$ cat src/rtl/sspf_pkg.sv
// Shared constants and types for the SPI slave start-byte packet framer.
// No dependencies; every other rtl file refers to this package by scoped names.
`default_nettype none

package sspf_pkg;

	// Packet and buffer sizes.
	localparam int COMMAND_LENGTH   = 128;
	localparam int TELEMETRY_LENGTH = 512;
	localparam int BUF_DEPTH        = 512;

	// Field widths.
	localparam int BYTE_W     = 8;
	localparam int CMD_IDX_W  = 7;
	localparam int BUF_ADDR_W = $clog2(BUF_DEPTH);
	localparam int RX_POS_W   = (COMMAND_LENGTH > 1) ? $clog2(COMMAND_LENGTH) : 1;
	localparam int TX_POS_W   = (TELEMETRY_LENGTH > 1) ? $clog2(TELEMETRY_LENGTH) : 1;

	// Configuration port.
	localparam int CFG_IDX_W = 2;
	localparam logic [CFG_IDX_W-1:0] REG_RX_CODE = 2'd0;
	localparam logic [CFG_IDX_W-1:0] REG_TX_CODE = 2'd1;

	localparam logic [BYTE_W-1:0] RX_CODE_RST = 8'h69;
	localparam logic [BYTE_W-1:0] TX_CODE_RST = 8'h42;

	// Request operation codes.
	localparam logic OP_SPI  = 1'b0;
	localparam logic OP_LOAD = 1'b1;

	typedef enum logic [1:0] {
		MODE_IDLE = 2'd0,
		MODE_RX   = 2'd1,
		MODE_TX   = 2'd2
	} mode_t;

endpackage

`default_nettype wire

$ cat src/rtl/sspf_tlm_buf.sv
// Telemetry buffer: one write port, one read port with registered read data.
// Depends on sspf_pkg for depth and widths.
`default_nettype none

module sspf_tlm_buf (
	input  wire logic                            clk,
	input  wire logic                            wr_en,
	input  wire logic [sspf_pkg::BUF_ADDR_W-1:0] wr_addr,
	input  wire logic [sspf_pkg::BYTE_W-1:0]     wr_data,
	input  wire logic                            rd_en,
	input  wire logic [sspf_pkg::BUF_ADDR_W-1:0] rd_addr,
	output logic      [sspf_pkg::BYTE_W-1:0]     rd_data
);

	logic [sspf_pkg::BYTE_W-1:0] mem_q [sspf_pkg::BUF_DEPTH];
	logic [sspf_pkg::BYTE_W-1:0] rd_data_q;

	always_ff @(posedge clk) begin
		if (wr_en) begin
			mem_q[wr_addr] <= wr_data;
		end
	end

	always_ff @(posedge clk) begin
		if (rd_en) begin
			rd_data_q <= mem_q[rd_addr];
		end
	end

	assign rd_data = rd_data_q;

endmodule

`default_nettype wire

$ cat config.mk
export PLATFORM = sky130hd
export DESIGN_NAME = sspf_tlm_buf
export DESIGN_NICKNAME = d
export VERILOG_FILES = /design/src/rtl/sspf_pkg.sv /design/src/rtl/sspf_tlm_buf.sv
export SDC_FILE = /design/constraint.sdc
export NUM_CORES = 2
export LEC_CHECK = 0
export BUFFER_PORTS_ARGS = -buffer_cell sky130_fd_sc_hd__buf_4
export CORE_UTILIZATION = 40
export CTS_BUF_LIST = sky130_fd_sc_hd__clkbuf_2
export CTS_CLUSTER_DIAMETER = 150
export DETAILED_ROUTE_END_ITERATION = 10
export SLEW_MARGIN = 25
export SYNTH_ARGS = -nofsm -noshare
export SYNTH_HDL_FRONTEND = slang
export SYNTH_SLANG_ARGS = --single-unit
$ cat constraint.sdc
create_clock -name clk -period 4.3 [get_ports clk]
set_clock_uncertainty 0.1 [all_clocks]
set_input_delay 0.43 -clock clk [delete_from_list [all_inputs] [get_ports clk]]
set_output_delay 0.43 -clock clk [all_outputs]
set_load 0.05 [all_outputs]
Word-level counts from Yosys, hierarchy flattened
Memories as Yosys holds them, arrays and structs flattened. A register that Yosys moved wholly into a read port is not among the register bits.
Index checks and enable logic that the tools add are counted.

operators by class
  mux-type cells = 2

operator list
  operator           number
  1-bit two-way mux  2

word-level totals
  flip-flop bits (word level) = 0
  RAM bits = 4096
  input port bits = 29
  output and inout bits = 8
  word-level logic and storage cells = 3
  memories kept = 1

memory list
  memory  depth  bits a word  read ports  clocked after Yosys merged registers in  wr ports  RTL line            RTL
  mem_q   512    8            1           1                                        1         sspf_tlm_buf.sv:15  logic [sspf_pkg::BYTE_W-1:0] mem_q [sspf_pkg::BUF_DEPTH];

Depth between registers and ports, before layout
  word-level depth = 2
  gate-level depth with buffers = 12
  gate-level depth less buffers = 7

Least setup slack after synthesis
OpenSTA, ideal clock, no wires.

  path kind = input to register
  start point = in rd_addr[0] in the netlist's numbering
  end point = reg rd_data_q, in the netlist rd_data[0] (read register of mem_q) (data pin)
  library setup time = 257 ps
  data arrival time = 2284 ps
  data required time = 3943 ps
  path slack = 1659 ps
  cell stages on the path = 10
  path buffers = 4
  cell sequence = buf_4 > buf_12 > buf_12 > buf_2 > mux4_2 > o21ai_0 > nand3_1 > nand4_1 > o21ai_0 > o2111a_1

RTL lines
  element             RTL line            RTL
  start: declaration  sspf_tlm_buf.sv:11  input wire logic [sspf_pkg::BUF_ADDR_W-1:0] rd_addr,
  end: declaration    sspf_tlm_buf.sv:16  logic [sspf_pkg::BYTE_W-1:0] rd_data_q;

==> metrics.md <==
| Metric | Value |
|---|---|
| Worst rel slew slack | between 10% and 20% |
| Growth of design area from synthesis to finish | 12.1% |
| Largest net degree at the start of global routing | 170 |
| Number of standard cells after synthesis | approximately 8k |
| Hold WC Path Type | in -> reg |
| Global route overflow | 0 |
| Critical Path Start Type | input pin |
| Worst R2R Path Depth | 12 |
| Busiest metal layer after global routing | met2 |
| Flops & latches, synth | between 4k and 5k |
| Worst R2R Start | mem_q[297][5] |
| Number of different library cells in the post-synthesis netlist | 50 |
| Peak supply drop | roughly 0.26 mV |
| Via count of the first global-routing pass | approximately 88k |
| Hold EP | rd_data[2] |
| Setup Buffers After CTS | 0 |
| Leakage component of the power | about 59 nW |
| Failing checks | setup timing |
| Cell-internal power | 54.5 mW |
| Met3 demand-to-capacity share in global routing | 4.12% |
| Power share of the sequential group | roughly three fifths |
| Number of rows in the core area | 231 |
| Combinational fraction of design power | roughly 6% |
| Setup-failing EPs final | 1 |
| First-pass detailed-route iteration total | 8 |
| Area of the die | ~0.4 mm2 |
| Layout cells sized above 1 | 27.8% |
| Routed wire length | 432 mm |
| Count of vias placed by the detailed router | around 86k |
| Delay of the slowest critical-path stage | between 0.6 and 0.7 ns |
| Longest Clk Path Bufs | 4 |
| Die width | about 630 um |
| Number of H-tree levels | 6 |
| Hold Crit Depth | 7 |
| Unrepaired setup endpoints after global routing | yes |
| Overall fraction of global-route tracks in use | about a fifth |
| Via density | 5.70 |
| Global-route wire length before repair | around 620 mm |
| Avg Inst Size Synth | 19.9 um2 |
| Switching share of total power | ~25% |
| Top fanout value on the critical path | 9 |
| Number of clock sinks | slightly above 4k |
| Cell with the largest stage delay on the worst path | sky130_fd_sc_hd__dlygate4sd3_1 |
| Actual slew at the worst max-slew pin | ~1.2 ns |
| Post-synth EDFFs | 4104 |
| Final Slew Violations | 0 |
| Final ANT Viol Nets | 0 |
| Clk Tree Root Cell | sky130_fd_sc_hd__clkbuf_2 |
| Top-level I/O count | 37 |
| Fin. Hold Viols | 0 |
| Register area share after synthesis | about 77% |
| Max-cap violations | 0 |
| Met1 Usage GRT | about 29% |
| Height of the die | about 630 um |
| Endpoint arrival time on the critical path | a little over 6 ns |
| Initial standard-cell utilization of the core | a little over 40% |
| Share of power burned in the clock network | 33.5% |
| Average wire length per cell after detail routing | between 20 and 30 um |
| Setup Total Neg Slack | -0.00176 ns |
| Number of clock buffers inserted by TritonCTS | 950 |
| Status | complete, but fails checks |
| TritonCTS clock tree | yes |
| Top flip-flop cell by instance count after synthesis | sky130_fd_sc_hd__edfxtp_1 |
| Cell Chain, Critical Path | dlygate4sd3_1 > dlygate4sd3_1 > buf_4 > and2_1 > dlygate4sd3_1 > buf_4 > nor3b_1 > dlygate4sd3_1 > buf_4 > dlygate4sd3_1 > a211oi_1 > dlygate4sd3_1 > nor2_1 > dlygate4sd3_1 > nor2_1 > buf_4 > o2111a_1 |
| Power per cell area | 405 mW/mm2 |
| Reg-to-reg slack, setup | between 0.1 and 0.15 ns |
| Core box area | between 0.3 and 0.4 mm2 |
| Clock slew at reported path FFs | 0.11 ns |
| Type of element capturing the critical path | flop |
| Sw power | around 18 mW |
| Max Clock Freq | between 0.2 and 0.25 GHz |
| Post-synth ARST share | 0% |
| Number of antenna violations at the first check in global routing | 19 |
| Count of port buffers added during placement | 36 |
| End of the worst register-to-register path | rd_data[5] |
| Tcrit/Tclk final | 100% |
| Warnings from Yosys | 0 |
| Final-stage net count | 9229 |
| Final estimated routing congestion in global placement | ~0.92 |
| Cell occurring most often along the worst timing path | sky130_fd_sc_hd__dlygate4sd3_1 |
| Startpoint of the tightest hold check path | rd_addr[1] |
| Crit path kind | in -> reg |
| Fill cell instance count of the final layout | 34.2k |
| Post-route minimum period | 4.30 ns |
| Setup ws final | -0.00176 ns |
| Remaining design rule violation count | 0 |
| Data required, critical path | between 6 and 7 ns |
| GR met2 Demand/Resource | around 34% |
| Total power consumption of the routed design | ~73 mW |
| Area of the mapped netlist | between 0.15 and 0.2 mm2 |
| Net count after synthesis | 8059 |
| Number of DRC markers in iteration 0 | around 9.5k |
| HPWL Detailed | about 260 mm |
| Source-to-sink clock delay at the later pin of the worst-skew pair | around 2.3 ns |
==> per-layer routing <==
metal	wire [um]	share of wire (%)
met4	13900	3.2
met1	173000	40
met3	35800	8.3
met5	65	0.015
met2	209000	48
==> timing repair <==
action	in CTS	in global routing
gates resized for setup	0	4
endpoints found under the hold margin	8208	3
hold buffers	126	2
setup endpoints to repair	0	6
==> worst max-delay path: cells and delay by family <==
family | cells | cell delay [ns]
AO/OA/AOI/OAI | 2 | 0.17
AND/OR/NAND/NOR | 4 | 0.55
buffers and inverters | 11 | 5.02
==> flip-flops by register name, indices dropped and copies added (netlist names) <==
signal,count
rd_data,8
mem_q,4096
==> stage by stage <==
stage | area [um2] | hold WS, ns | utilization (%) | cells | worst slack [ns]
after floorplan | 160000 | 0.429 | - | 8030 | 1.66
after global placement | 170000 | 0.752 | 42.7 | 13400 | -0.201
after detailed placement | 170000 | 0.749 | 42.7 | 13400 | 0.0191
after CTS | 179000 | 0.00991 | 45.2 | 15100 | 0.0790
after global routing | 179000 | -0.0206 | 45.2 | 15100 | -0.0784
final | 179000 | 0.134 | 45.2 | 15100 | -0.00176
==> cell usage in the layout, fill, tap and decap left out, drive strengths merged, types with 4 or more instances in the layout <==
cell	count
edfxtp	4104
clkbuf	1363
mux2i	797
mux4	654
buf	615
nor2	597
o221ai	372
clkinv	252
a21oi	194
o22ai	163
o21ai	119
dlygate4sd3	115
nand2	111
nor3	109
a22oi	61
nor4	36
nand3	36
nand4	32
inv	26
and2	20
a211oi	17
o31ai	13
clkinvlp	9
o2111a	8
nor3b	8
bufinv	7
o41ai	7
diode	6
or3	6
nor2b	6
o311ai	6
a22o	5
or2	5
nand2b	4
and3	4
and3b	4
==> logic make-up (layout without fill, tap and decap cells) <==
| logic type | after synthesis | after routing | share of synthesized area (%) |
|---|---|---|---|
| simple gates | 980 | 980 | 2.63 |
| flops | 4104 | 4104 | 77.0 |
| compound gates | 979 | 979 | 4.31 |
| buf+inv | 516 | 2387 | 1.85 |
| mux | 1451 | 1451 | 14.2 |
| other cells | 0 | 6 | 0 |
==> worst max path at each step <==
| stage | start | end | slack, ns | cells after the start |
|---|---|---|---|---|
| after global routing | mem_q[297][5] | rd_data[5] | -0.08 | 12 |
| after floorplan | rd_addr[0] | rd_data[0] | 1.66 | 10 |
| after global placement | rd_addr[0] | rd_data[1] | -0.20 | 9 |
| after detailed placement | rd_addr[0] | rd_data[5] | 0.02 | 9 |
| final | rd_addr[7] | rd_data[3] | -0.002 | 17 |
| after CTS | mem_q[420][6] | rd_data[6] | 0.08 | 10 |
==> cell usage after synthesis (all sizes together) (7+ instances only) <==
cell	count	area [um2]
o22ai	163	1020
o41ai	7	61.3
nor3	109	546
clkbuf	265	995
nor4	36	225
nand2	111	417
a21oi	194	971
nand4	32	200
edfxtp	4104	123000
o21ai	119	596
o31ai	13	97.6
and2	20	125
nand3	36	180
buf	248	1950
o221ai	372	3260
o2111a	8	90.1
mux2i	797	7980
nor2	597	2240
mux4	654	14700
nor3b	8	60.1
a22oi	61	458
a211oi	17	128
==> power groups by stage <==
| stage | logic [mW] | clock network [mW] | registers (mW) |
|---|---|---|---|
| 6_report | 4.30 | 24.3 | 44.0 |
| 5_1_grt | 4.48 | 26.8 | 44.0 |
| 4_1_cts | 4.31 | 24.9 | 44.0 |
| 3_5_place_dp | 4.17 | 0 | 44.9 |
| 3_3_place_gp | 4.12 | 0 | 44.9 |
| 2_1_floorplan | 2.10 | 0 | 45.0 |
==> layout make-up <==
type	instances	area [um2]	area share, %
Tap cell	5242	6560	3.66
Inverter	3	18.8	0.0105
Timing Repair Buffer	731	7190	4.01
Multi-Input combinational cell	3410	34000	19.0
Clock inverter	291	1550	0.866
Sequential cell	4104	123000	68.7
Clock buffer	1362	6820	3.80
Antenna cell	6	15.0	0.00837
Power figures use the tool's default switching activity.
